<file path="src/rtl/core/rmvg_pkg.sv">
`default_nettype none

package rmvg_pkg;

    localparam int SINE_ENTRIES_DEF = 1024;
    localparam int MAX_COUNT_DEF    = 1024;

    localparam int RADIUS_W = 16;
    localparam int PHASE_W  = 32;
    localparam int COUNT_W  = 11;
    localparam int COORD_W  = 17;
    localparam int SINE_W   = 16;
    localparam int CFG_W    = 32;
    localparam int CFG_IDX_W = 3;
    localparam int IN_DATA_W  = 8;
    localparam int OUT_DATA_W = 40;

    localparam logic [RADIUS_W-1:0] RESET_INNER_RADIUS = 16'd256;
    localparam logic [RADIUS_W-1:0] RESET_RING_WIDTH   = 16'd256;
    localparam logic [PHASE_W-1:0]  RESET_ANGLE_STEP   = 32'h1000_0000;
    localparam logic [COUNT_W-1:0]  RESET_SLICES       = 11'd16;
    localparam logic [COUNT_W-1:0]  RESET_RINGS        = 11'd4;

    // six vertices per quad, numbered 0..5
    localparam logic [2:0] LAST_VERTEX = 3'd5;

    typedef enum logic [CFG_IDX_W-1:0] {
        REG_INNER_RADIUS = 3'd0,
        REG_RING_WIDTH   = 3'd1,
        REG_ANGLE_STEP   = 3'd2,
        REG_SLICES       = 3'd3,
        REG_RINGS        = 3'd4
    } cfg_index_t;

    typedef struct packed {
        logic [RADIUS_W-1:0] inner_radius;
        logic [RADIUS_W-1:0] ring_width;
        logic [PHASE_W-1:0]  angle_step;
        logic [COUNT_W-1:0]  slices;
        logic [COUNT_W-1:0]  rings;
    } cfg_t;

    typedef struct packed {
        logic [PHASE_W-1:0]  a1;
        logic [PHASE_W-1:0]  a2;
        logic [RADIUS_W-1:0] ri;
        logic [RADIUS_W-1:0] ro;
        logic                last_mesh;
    } quad_t;

endpackage

`default_nettype wire

</file>
<file path="src/rtl/core/rmvg_cfg_regs.sv">
`default_nettype none

module rmvg_cfg_regs
(
    input  wire logic                            clk,
    input  wire logic                            rst_n,
    input  wire logic                            cfg_we,
    input  wire logic [rmvg_pkg::CFG_IDX_W-1:0]  cfg_index,
    input  wire logic [rmvg_pkg::CFG_W-1:0]      cfg_data,
    output rmvg_pkg::cfg_t                       cfg
);

    rmvg_pkg::cfg_t cfg_reg;
    rmvg_pkg::cfg_t cfg_next;

    always_comb
    begin
        cfg_next = cfg_reg;
        if (cfg_we)
        begin
            unique case (rmvg_pkg::cfg_index_t'(cfg_index))
                rmvg_pkg::REG_INNER_RADIUS:
                    cfg_next.inner_radius = cfg_data[rmvg_pkg::RADIUS_W-1:0];
                rmvg_pkg::REG_RING_WIDTH:
                    cfg_next.ring_width = cfg_data[rmvg_pkg::RADIUS_W-1:0];
                rmvg_pkg::REG_ANGLE_STEP:
                    cfg_next.angle_step = cfg_data[rmvg_pkg::PHASE_W-1:0];
                rmvg_pkg::REG_SLICES:
                    cfg_next.slices = cfg_data[rmvg_pkg::COUNT_W-1:0];
                rmvg_pkg::REG_RINGS:
                    cfg_next.rings = cfg_data[rmvg_pkg::COUNT_W-1:0];
                default:
                    cfg_next = cfg_reg;
            endcase
        end
    end

    always_ff @(posedge clk or negedge rst_n)
    begin
        if (!rst_n)
        begin
            cfg_reg.inner_radius <= rmvg_pkg::RESET_INNER_RADIUS;
            cfg_reg.ring_width   <= rmvg_pkg::RESET_RING_WIDTH;
            cfg_reg.angle_step   <= rmvg_pkg::RESET_ANGLE_STEP;
            cfg_reg.slices       <= rmvg_pkg::RESET_SLICES;
            cfg_reg.rings        <= rmvg_pkg::RESET_RINGS;
        end
        else
        begin
            cfg_reg <= cfg_next;
        end
    end

    assign cfg = cfg_reg;

endmodule

`default_nettype wire

</file>
<file path="config.mk">
export PLATFORM = sky130hd
export DESIGN_NAME = rmvg_cfg_regs
export DESIGN_NICKNAME = d
export VERILOG_FILES = /design/src/rtl/core/rmvg_pkg.sv /design/src/rtl/core/rmvg_cfg_regs.sv
export SDC_FILE = /design/constraint.sdc
export NUM_CORES = 1
export LEC_CHECK = 0
export ABC_AREA = 1
export ABC_CLOCK_PERIOD_IN_PS = 1500
export BUFFER_PORTS_ARGS = -buffer_cell sky130_fd_sc_hd__buf_2
export CAP_MARGIN = 20
export CORE_AREA = 2 2 97 99
export CTS_BUF_LIST = sky130_fd_sc_hd__clkbuf_4
export DETAILED_ROUTE_END_ITERATION = 7
export DIE_AREA = 0 0 99 101
export HOLD_SLACK_MARGIN = 0.1
export PLACE_DENSITY = 0.62
export SLEW_MARGIN = 30
export SYNTH_ARGS = -nofsm -noshare
export SYNTH_HDL_FRONTEND = slang
export SYNTH_SLANG_ARGS = --single-unit
</file>
<file path="constraint.sdc">
create_clock -name clk -period 1.5 [get_ports clk]
set_input_delay 0.375 -clock clk [delete_from_list [all_inputs] [get_ports clk]]
set_output_delay 0.375 -clock clk [all_outputs]
set_load 0.03 [all_outputs]
</file>
==> key figures <==
Cells and area
  • Area grow syn2layout: 26.9%
  • Antenna cells: 0
  • Multi-input gate area in the final layout: approximately 1100 µm²
  • FF+latch area: between 2000 and 2500 µm²
  • Final core occ: about 49%
  • Largest register FFs: 86
  • Nets: about 550
  • Share of cells above drive strength 1: 32.0%
  • Filler cell count: between 800 and 900
  • Final instance area: around 4400 µm²

Synthesis
  • Most frequent cell after synthesis: nand2_1
  • Largest cells by area after synthesis: dfrtp_1, nand2_1, nand3_1
  • Synthesized Nets: between 400 and 500
  • Mean Syn Cell Area: approximately 9.0 µm²
  • Fraction of synthesized area in multiplexers: 0%
  • Mapped Cells: between 300 and 400
  • Largest family of logic cells by synthesized area: simple AND/OR/NAND/NOR gates
  • Yosys top cell by area: dfrtp_1
  • Warnings, synthesis: 0
  • Seq cells post-synth: 86
  • Synth cell types: 13
  • Post-synth top area share: between 50% and 60%
  • Most frequent cells after synthesis: nand2_1, dfrtp_1, nand3_1
  • Post-synth EDFFs: 0
  • Post-synth top flop: dfrtp_1
  • Simple logic cell fraction of the synthesized area: between 30% and 40%
  • Compound-Gate Fraction of Synth Area: 0%
  • Register area share after synthesis: between 60% and 70%
  • Post-Synth Adder-Cell Area: 0%
  • FFs w/ async S/R, synth: 100%
  • Post-Synth XOR/XNOR Area: 0%
  • Mapped Area: 3470 µm²

CTS
  • Root Buffer: clkbuf_4
  • Clock-pin slew on the worst setup and hold paths: roughly 0.13 ns
  • CTS Buf Count: 9
  • CTS tree: built
  • Clk_lat worst skew: 0.42 ns
  • H-tree depth: 3
  • Clock Sinks: 86
  • Max Buffers Root-to-Sink: 2

Setup path
  • Crit path cell chain: buf_6
  • Req. time, crit path: around 1.1 ns
  • Setup Crit Path Kind: flip-flop to output port
  • Critical R2R Capture: cfg[15]
  • Worst Setup EP: cfg[15]
  • CP peak stage delay: between 0.5 and 0.6 ns
  • Cells on worst reg2reg path: 2
  • CP startpoint: cfg[15]
  • Crit end category: output port
  • CP startpoint kind: flip-flop
  • Reg2reg setup slack: 0.76 ns
  • Worst-path fanout max: 2
  • Critical path depth: 1
  • CP Buf/Inv Count: 1
  • Slowest library cell on the worst path: dfstp_2
  • Reg2reg start: cfg[15]
  • Critical path's top delay family: flip-flops
  • Critical Path AT: about 1.1 ns

STA
  • Period minus WS final: roughly 1.5 ns
  • Slew @ Worst Pin: approximately 0.37 ns
  • Final Max Tran Viols: 0
  • Final worst slack: just over 0.01 ns
  • Final TNS setup: 0 ns
  • Final Hold Violating Endpoints: 0
  • Slew Limit Headroom: 75.4%
  • Maximum clock rate: ~0.67 GHz
  • Unrepaired setup endpoints after global routing: yes
  • Setup Skew: 0 ns
  • Setup violators final: 0
  • Fin crit share: 99.3%

Floorplanning
  • IO Pins: 124
  • Die ar.: about 10000 µm²
  • Initial core utilization: between 30% and 40%
  • Die Y: 101 µm
  • Site Rows: 35
  • Core ar.: about 9000 µm²
  • Die W: about 99 µm

Global routing
  • First-pass GRT wire length: between 15000 and 20000 µm
  • Largest net degree at the start of global routing: 37
  • Vias in the first global route: approximately 2900
  • Total Routing Usage GR: 19.4%
  • Number of antenna violations at the first check in global routing: 0
  • Congestion Overflow GR: 0

Pwr
  • Tot Pwr: ~6.4 mW
  • VDD IR max: approximately 0.59 mV
  • PD cells: between 1000 and 1500 nW/µm²
  • Pleak: between 2 and 3 nW

Run
  • Max-cap violations: 0

Placement
  • Placed cell areas: 4230 µm²
  • Gpl congestion: slightly below 0.8
  • I/O Buffers: 123
  • Detail Placement HPWL: 6590 µm
  • Pre-CTS setup slack: between 0.08 and 0.09 ns

Drt
  • First-pass DRT Iterations: 5
  • Via/cell ratio: ~4.8
  • DRC Markers: 0
  • Iteration-0 DRC count of the detailed router: 135
  • Final wirelength: between 9000 and 10000 µm
  • Drt wl/cell: 15.1 µm
  • Via Count: 3040
  • Routed Antenna Nets: 0

Outcome
  • Status: finished, final reports clean

Min path
  • HP Class: primary input to flip-flop
  • HP Start: cfg_data[28]
-- kinds of logic (layout without fill, tap and decap cells) --
logic type	count (synthesis)	in the layout
buffers and inverters	29	159
and+or+nand+nor	271	271
DFF	86	86
-- how the worst min path moves through the flow --
stage,cells after the start,slack (ns),end
2_1_floorplan,0,0.08,cfg[0]
3_3_place_gp,1,0.29,cfg[34]
3_5_place_dp,1,0.29,cfg[41]
4_1_cts,3,0.14,cfg[50]
5_1_grt,3,0.13,cfg[50]
6_report,3,0.17,cfg[50]
-- area by class of cell --
| cell class | count | area share, % |
|---|---|---|
| well taps | 111 | 3.15 |
| clock buffers | 10 | 1.70 |
| clock inverters | 6 | 1.42 |
| multi-input cells | 271 | 25.9 |
| flip-flops and latches | 86 | 49.0 |
| repair buffers | 137 | 18.3 |
| inverters | 6 | 0.511 |
-- cells in the final DEF (no fill, tap or decap) --
| cell type | synthesis | final |
|---|---|---|
| inv_1 | 3 | 3 |
| dfrtp_1 | 81 | 81 |
| buf_12 | 0 | 4 |
| buf_4 | 8 | 10 |
| buf_6 | 3 | 5 |
| dlygate4sd3_1 | 0 | 1 |
| clkinv_4 | 0 | 1 |
| clkinvlp_4 | 0 | 2 |
| nand2_2 | 2 | 2 |
| dfstp_2 | 5 | 5 |
| nor2_1 | 2 | 1 |
| nand2_1 | 189 | 189 |
| nor2_4 | 3 | 3 |
| nor2_2 | 0 | 1 |
| bufinv_16 | 0 | 1 |
| clkbuf_4 | 0 | 10 |
| nand3_1 | 75 | 75 |
| clkinv_2 | 0 | 1 |
| inv_2 | 3 | 3 |
| clkinv_1 | 0 | 1 |
| buf_2 | 10 | 117 |
-- layer usage --
metal | up-vias | share of wire, % | GRT usage, %
met5 | - | 0 | 0
met4 | 0 | 0.78 | 6.01
met3 | 7 | 9.2 | 4.51
met2 | 125 | 45 | 29.4
met1 | 1438 | 45 | 27.8
li1 | 1470 | - | -
-- power by group --
group	switching, mW	leakage (nW)	internal (mW)
logic	1.48	1.40	0.579
clock network	0.786	0.0700	0.522
registers	0.240	1.07	2.77
-- worst register-to-register path, stage by stage, from the launching register on --
cell and delay, ns:
dfstp_2 0.57, nand2_1 0.05, nand2_1 0.08
-- stage by stage --
step	cells	hold slack, ns
finish	627	0.166
CTS	627	0.136
floorplan	386	0.0794
global route	627	0.125
global placement	610	0.287
detailed placement	610	0.289
-- what timing repair did --
| item | in CTS | in global routing |
|---|---|---|
| hold buffers | 1 | 0 |
| hold endpoints to repair | 20 | 0 |
| gates resized for setup | 10 | 0 |
| endpoints found under the setup margin | 5 | 5 |
| setup buffers | 0 | 0 |
No activity file was read; power rests on OpenSTA's default activity.
