$ cat src/rtl/core/rmvg_pkg.sv
`default_nettype none

package rmvg_pkg;

    localparam int SINE_ENTRIES_DEF = 1024;
    localparam int MAX_COUNT_DEF    = 1024;

    localparam int RADIUS_W = 16;
    localparam int PHASE_W  = 32;
    localparam int COUNT_W  = 11;
    localparam int COORD_W  = 17;
    localparam int SINE_W   = 16;
    localparam int CFG_W    = 32;
    localparam int CFG_IDX_W = 3;
    localparam int IN_DATA_W  = 8;
    localparam int OUT_DATA_W = 40;

    localparam logic [RADIUS_W-1:0] RESET_INNER_RADIUS = 16'd256;
    localparam logic [RADIUS_W-1:0] RESET_RING_WIDTH   = 16'd256;
    localparam logic [PHASE_W-1:0]  RESET_ANGLE_STEP   = 32'h1000_0000;
    localparam logic [COUNT_W-1:0]  RESET_SLICES       = 11'd16;
    localparam logic [COUNT_W-1:0]  RESET_RINGS        = 11'd4;

    // six vertices per quad, numbered 0..5
    localparam logic [2:0] LAST_VERTEX = 3'd5;

    typedef enum logic [CFG_IDX_W-1:0] {
        REG_INNER_RADIUS = 3'd0,
        REG_RING_WIDTH   = 3'd1,
        REG_ANGLE_STEP   = 3'd2,
        REG_SLICES       = 3'd3,
        REG_RINGS        = 3'd4
    } cfg_index_t;

    typedef struct packed {
        logic [RADIUS_W-1:0] inner_radius;
        logic [RADIUS_W-1:0] ring_width;
        logic [PHASE_W-1:0]  angle_step;
        logic [COUNT_W-1:0]  slices;
        logic [COUNT_W-1:0]  rings;
    } cfg_t;

    typedef struct packed {
        logic [PHASE_W-1:0]  a1;
        logic [PHASE_W-1:0]  a2;
        logic [RADIUS_W-1:0] ri;
        logic [RADIUS_W-1:0] ro;
        logic                last_mesh;
    } quad_t;

endpackage

`default_nettype wire

$ cat src/rtl/core/rmvg_quad_gen.sv
`default_nettype none

module rmvg_quad_gen
#(
    parameter int MAX_COUNT = rmvg_pkg::MAX_COUNT_DEF
)
(
    input  wire logic        clk,
    input  wire logic        rst_n,
    input  wire rmvg_pkg::cfg_t cfg,
    input  wire logic        in_valid,
    output logic             in_ready,
    input  wire logic        restart,
    output rmvg_pkg::quad_t  quad,
    output logic             quad_valid,
    input  wire logic        quad_take
);

    localparam int IW = (MAX_COUNT > 1) ? $clog2(MAX_COUNT) : 1;
    localparam int CW = $clog2(MAX_COUNT + 1);
    localparam int EW = (CW > rmvg_pkg::COUNT_W) ? CW : rmvg_pkg::COUNT_W;
    localparam int RW = rmvg_pkg::RADIUS_W;
    localparam int PW = rmvg_pkg::PHASE_W;

    logic [IW-1:0] ring_reg, ring_next;
    logic [IW-1:0] slice_reg, slice_next;
    logic [PW-1:0] phase_reg, phase_next;
    logic [RW-1:0] ri_reg, ri_next;
    logic [RW-1:0] ro_reg, ro_next;
    rmvg_pkg::quad_t quad_reg;
    logic            quad_valid_reg;

    logic [EW-1:0] ns, nr;
    logic [IW-1:0] cur_ring, cur_slice;
    logic [PW-1:0] cur_phase, a2;
    logic [RW-1:0] cur_ri, cur_ro, start_ro, grow_ro;
    logic [RW:0]   start_sum, grow_sum;
    logic [EW-1:0] slice_inc, ring_inc;
    logic          slice_wrap, ring_wrap;
    logic          accept;

    // zero acts as one, above the limit acts as the limit
    always_comb
    begin
        ns = EW'(cfg.slices);
        priority if (ns == '0)
            ns = EW'(1);
        else if (ns > EW'(MAX_COUNT))
            ns = EW'(MAX_COUNT);

        nr = EW'(cfg.rings);
        priority if (nr == '0)
            nr = EW'(1);
        else if (nr > EW'(MAX_COUNT))
            nr = EW'(MAX_COUNT);
    end

    assign start_sum = {1'b0, cfg.inner_radius} + {1'b0, cfg.ring_width};
    assign start_ro  = start_sum[RW] ? {RW{1'b1}} : start_sum[RW-1:0];

    always_comb
    begin
        if (restart)
        begin
            cur_ring  = '0;
            cur_slice = '0;
            cur_phase = '0;
            cur_ri    = cfg.inner_radius;
            cur_ro    = start_ro;
        end
        else
        begin
            cur_ring  = ring_reg;
            cur_slice = slice_reg;
            cur_phase = phase_reg;
            cur_ri    = ri_reg;
            cur_ro    = ro_reg;
        end
    end

    assign a2         = cur_phase + cfg.angle_step;
    assign slice_inc  = EW'(cur_slice) + EW'(1);
    assign ring_inc   = EW'(cur_ring) + EW'(1);
    assign slice_wrap = (slice_inc >= ns);
    assign ring_wrap  = (ring_inc >= nr);
    assign grow_sum   = {1'b0, cur_ro} + {1'b0, cfg.ring_width};
    assign grow_ro    = grow_sum[RW] ? {RW{1'b1}} : grow_sum[RW-1:0];

    always_comb
    begin
        ring_next  = cur_ring;
        slice_next = slice_inc[IW-1:0];
        phase_next = a2;
        ri_next    = cur_ri;
        ro_next    = cur_ro;
        if (slice_wrap)
        begin
            if (ring_wrap)
            begin
                // mesh done: back to the first quad
                ring_next  = '0;
                slice_next = '0;
                phase_next = '0;
                ri_next    = cfg.inner_radius;
                ro_next    = start_ro;
            end
            else
            begin
                ring_next  = ring_inc[IW-1:0];
                slice_next = '0;
                ri_next    = cur_ro;
                ro_next    = grow_ro;
            end
        end
    end

    assign in_ready = !quad_valid_reg || quad_take;
    assign accept   = in_valid && in_ready;

    always_ff @(posedge clk or negedge rst_n)
    begin
        if (!rst_n)
        begin
            ring_reg       <= '0;
            slice_reg      <= '0;
            phase_reg      <= '0;
            ri_reg         <= rmvg_pkg::RESET_INNER_RADIUS;
            ro_reg         <= rmvg_pkg::RESET_INNER_RADIUS + rmvg_pkg::RESET_RING_WIDTH;
            quad_valid_reg <= 1'b0;
        end
        else
        begin
            if (accept)
            begin
                ring_reg       <= ring_next;
                slice_reg      <= slice_next;
                phase_reg      <= phase_next;
                ri_reg         <= ri_next;
                ro_reg         <= ro_next;
                quad_valid_reg <= 1'b1;
            end
            else if (quad_take)
            begin
                quad_valid_reg <= 1'b0;
            end
        end
    end

    always_ff @(posedge clk)
    begin
        if (accept)
        begin
            quad_reg.a1        <= cur_phase;
            quad_reg.a2        <= a2;
            quad_reg.ri        <= cur_ri;
            quad_reg.ro        <= cur_ro;
            quad_reg.last_mesh <= slice_wrap && ring_wrap;
        end
    end

    assign quad       = quad_reg;
    assign quad_valid = quad_valid_reg;

endmodule

`default_nettype wire

$ cat config.mk
export PLATFORM = sky130hd
export DESIGN_NAME = rmvg_quad_gen
export DESIGN_NICKNAME = d
export VERILOG_FILES = /design/src/rtl/core/rmvg_pkg.sv /design/src/rtl/core/rmvg_quad_gen.sv
export SDC_FILE = /design/constraint.sdc
export NUM_CORES = 1
export LEC_CHECK = 0
export ABC_AREA = 1
export BUFFER_PORTS_ARGS = -buffer_cell sky130_fd_sc_hd__buf_4
export CAP_MARGIN = 40
export CORE_MARGIN = 4
export CORE_UTILIZATION = 59
export CTS_CLUSTER_DIAMETER = 80
export DETAILED_ROUTE_END_ITERATION = 10
export PLACE_DENSITY_LB_ADDON = 0.08
export SYNTH_ARGS = -nofsm -noshare
export SYNTH_HDL_FRONTEND = slang
export SYNTH_SLANG_ARGS = --single-unit
$ cat constraint.sdc
create_clock -name clk -period 4.8 [get_ports clk]
set_clock_uncertainty 0.1 [all_clocks]
set_input_delay 0.48 -clock clk [delete_from_list [all_inputs] [get_ports clk]]
set_output_delay 0.48 -clock clk [all_outputs]
set_load 0.005 [all_outputs]
==> flow_metrics.env <==
export IMPL_drc=0
export IMPL_holdBufCountCts=0
export IMPL_max_freq_mhz=249
export IMPL_core_um2=21100
export IMPL_multi_input_area_um2=6550
export IMPL_path_clk_slew_ns=0.08
export IMPL_antenna_found_initial=0
export IMPL_fin_tns_setup_ns=0
export IMPL_synth_top_cell_by_area="edfxtp_1"
export IMPL_ir_drop_uv=227
export IMPL_status="completed"
export IMPL_cts_made_buffers=17
export IMPL_fp_dieH_um=155
export IMPL_synth_xor_area_share_pct=2.89
export IMPL_muxShareOfSynthArea_pct=0
export IMPL_nFillCells=1730
export IMPL_yosys_top_cells_area="edfxtp_1, dfrtp_1, nand2_1, ha_1, inv_1"
export IMPL_seq_area_um2=5040
export IMPL_power_density_nw_per_um2=385
export IMPL_setup_viol=0
export IMPL_synth_top_family_by_area="simple AND/OR/NAND/NOR gates"
export IMPL_yosys_area_share_adder_pct=9.04
export IMPL_critical_path_required_ns=5.03
export IMPL_dr_pass1_iters=6
export IMPL_post_route_period_util_pct=83.7
export IMPL_worstPathArrival_ns=4.25
export IMPL_ctsLongestPathBuffers=2
export IMPL_syn_avg_cell_area_um2=7.33
export IMPL_synth_async_reset_ratio_pct=46.7
export IMPL_cts_tree="done"
export IMPL_cts_resized=0
export IMPL_grt_pass1_wl_mm=58.8
export IMPL_ys_seq_area_share_pct=39.7
export IMPL_io_buffers=189
export IMPL_p_total_w=0.00579
export IMPL_die_area_um2=24000
export IMPL_tightest_slew_ns=0.760
export IMPL_vias=12300
export IMPL_clk_latency_ns=0.44
export IMPL_drv_slew=0
export IMPL_die_w_um=155
export IMPL_post_cts_buffers=0
export IMPL_synth_nets=1916
export IMPL_synth_edf_count=97
export IMPL_synth_compound_area_share_pct=8.98
export IMPL_yosysTopAreaCellShare_pct=22.9
export IMPL_dpl_hpwl_mm=28.3
export IMPL_slew_headroom_pct=49.4
export IMPL_cp_start_kind="input pin"
export IMPL_leakagePower_nw=7.74
export IMPL_first_global_vias=11800
export IMPL_track_usage_pct=30.4
export IMPL_synthCells=1735
export IMPL_synthToLayoutAreaGrowth_pct=18.2
export IMPL_fin_crit_ns=4.02
export IMPL_hp_class="in2async"
export IMPL_synth_simple_area_share_pct=30.6
export IMPL_drtIter0Drc=918
export IMPL_overflow=0
export IMPL_place_congestion=0.986
export IMPL_clock_tree_root_cell="clkbuf_16"
export IMPL_yosysWarnings=0
export IMPL_antenna_left=0
export IMPL_largest_register_ff_count=97
export IMPL_rows=53
export IMPL_end_kind="flip-flop"
export IMPL_start_util_pct=60.3
export IMPL_worst_path_max_fanout=11
export IMPL_wire_per_inst_um=16.5
export IMPL_final_nets=2100
export IMPL_crit_type="in2reg"
export IMPL_maxCapViolations=0
export IMPL_antenna_cells=0
export IMPL_grt_max_degree=107
export IMPL_finalHoldViolations=0
export IMPL_final_common_cell="nand2_1"
export IMPL_io_pins=190
export IMPL_drive_above_1_share_pct=14.2
export IMPL_htree_levels=4
export IMPL_routed_wl_mm=36.4
export IMPL_cts_sinks=182
export IMPL_vias_per_cell=5.56
export IMPL_rsz0062_at_grt="false"
export IMPL_synth_distinct_cells=46
export IMPL_syn_cell_area_um2=12700
export IMPL_mostFrequentLayoutCells="nand2_1, inv_1, buf_4"
export IMPL_ys_ff_latch=182
export IMPL_ys_flop_type="edfxtp_1"
metal layers:
layer	GRT usage (%)	up-vias	wire length, um
met5	0	-	0
met4	9.84	0	1020
met3	4.67	84	2900
met2	52.4	590	17800
met1	39.5	5604	14700
li1	-	5995	-
synth_stat cells (2+ instances only):
master and instances:
nor4_1 8, a21o_1 3, ha_1 87, o21a_1 6
nand3_2 6, or2_2 3, nor2_2 3, a21boi_0 2
nand4_1 18, and3_1 4, xor2_1 24, nand3_1 142
a21oi_1 66, o21bai_1 3, buf_1 3, nand2_1 526
nand3b_1 2, o21ai_1 12, nor3_1 14, fa_1 3
o22ai_1 12, inv_1 241, nand4_2 2, a21oi_2 2
and2_1 11, edfxtp_1 97, clkbuf_1 15, dfstp_2 2
o21ai_0 97, a21boi_1 2, buf_2 22, nand2_2 8
dfrtp_1 83, nor2_1 174, a31oi_1 2, xnor2_1 18
buf_6 3
final cells by class:
class / count / area share [%]
clock buffers: 18 / 2.92
clock inverters: 14 / 1.06
inverters: 242 / 6.08
multi-input cells: 1267 / 43.5
flip-flops and latches: 182 / 33.5
well taps: 275 / 2.29
repair buffers: 209 / 10.6
metrics by stage:
step	cell area (um2)	std cells	util [%]	hold WS (ns)	setup slack (ns)
finish	15000	2207	71.3	0.00751	0.782
global route	15000	2207	71.3	0.0468	0.346
CTS	15000	2207	71.3	0.0225	0.798
detailed placement	14400	2175	68.4	0.363	0.337
global placement	14400	2174	68.3	0.354	0.512
floorplan	12700	1735	-	0.0844	0.234
cell families (layout without fill, tap and decap cells):
group / Yosys count / after routing
and+or+nand+nor: 924 / 924
buffers and inverters: 286 / 483
AOI/OAI and AO/OA: 211 / 211
DFF: 182 / 182
adders and majority gates: 90 / 90
xor gates and xnor gates: 42 / 42
worst paths after layout:
| path | start | to | slack (ns) | cells past startpoint |
|---|---|---|---|---|
| hold reg to reg | ri_reg[8]$_DFFE_PN1P_ | ri_reg[8]$_DFFE_PN1P_ | 0.37 | 2 |
| setup reg to reg | ring_reg[0]$_DFFE_PN0P_ | phase_reg[14]$_DFFE_PN0P_ | 0.83 | 17 |
| setup / recovery | cfg[54] | ro_reg[11]$_DFFE_PN0P_ | 0.78 | 26 |
| hold / removal | rst_n | phase_reg[6]$_DFFE_PN0P_ | 0.008 | 1 |
| min in group clk | quad_take | quad_valid$_DFFE_PN0P_ | 0.26 | 4 |
| max in group asynchronous | rst_n | ri_reg[8]$_DFFE_PN1P_ | 3.55 | 2 |
worst max-delay path, cell delays in order:
cell	delay, ns
buf_4	0.13
ha_1	0.22
fa_1	0.40
nand2_1	0.14
a21oi_2	0.09
nand2_1	0.09
nand2_2	0.08
a21oi_4	0.26
nand2_1	0.12
a21boi_1	0.14
inv_1	0.11
ha_1	0.21
inv_1	0.07
fa_1	0.18
inv_1	0.06
nand3_1	0.06
nand3_1	0.16
nand2_1	0.12
nand2_1	0.09
a21oi_2	0.46
buf_4	0.21
nand3_1	0.09
nor2_1	0.09
nor2_1	0.05
nand3_1	0.06
nand2_1	0.06
power by group:
| part | switching [W] | internal, W | leakage [nW] |
|---|---|---|---|
| clock network | 0.000689 | 0.000757 | 0.289 |
| logic | 0.00136 | 0.000815 | 5.44 |
| registers | 0.000121 | 0.00205 | 2.01 |
Power figures use the tool's default switching activity.
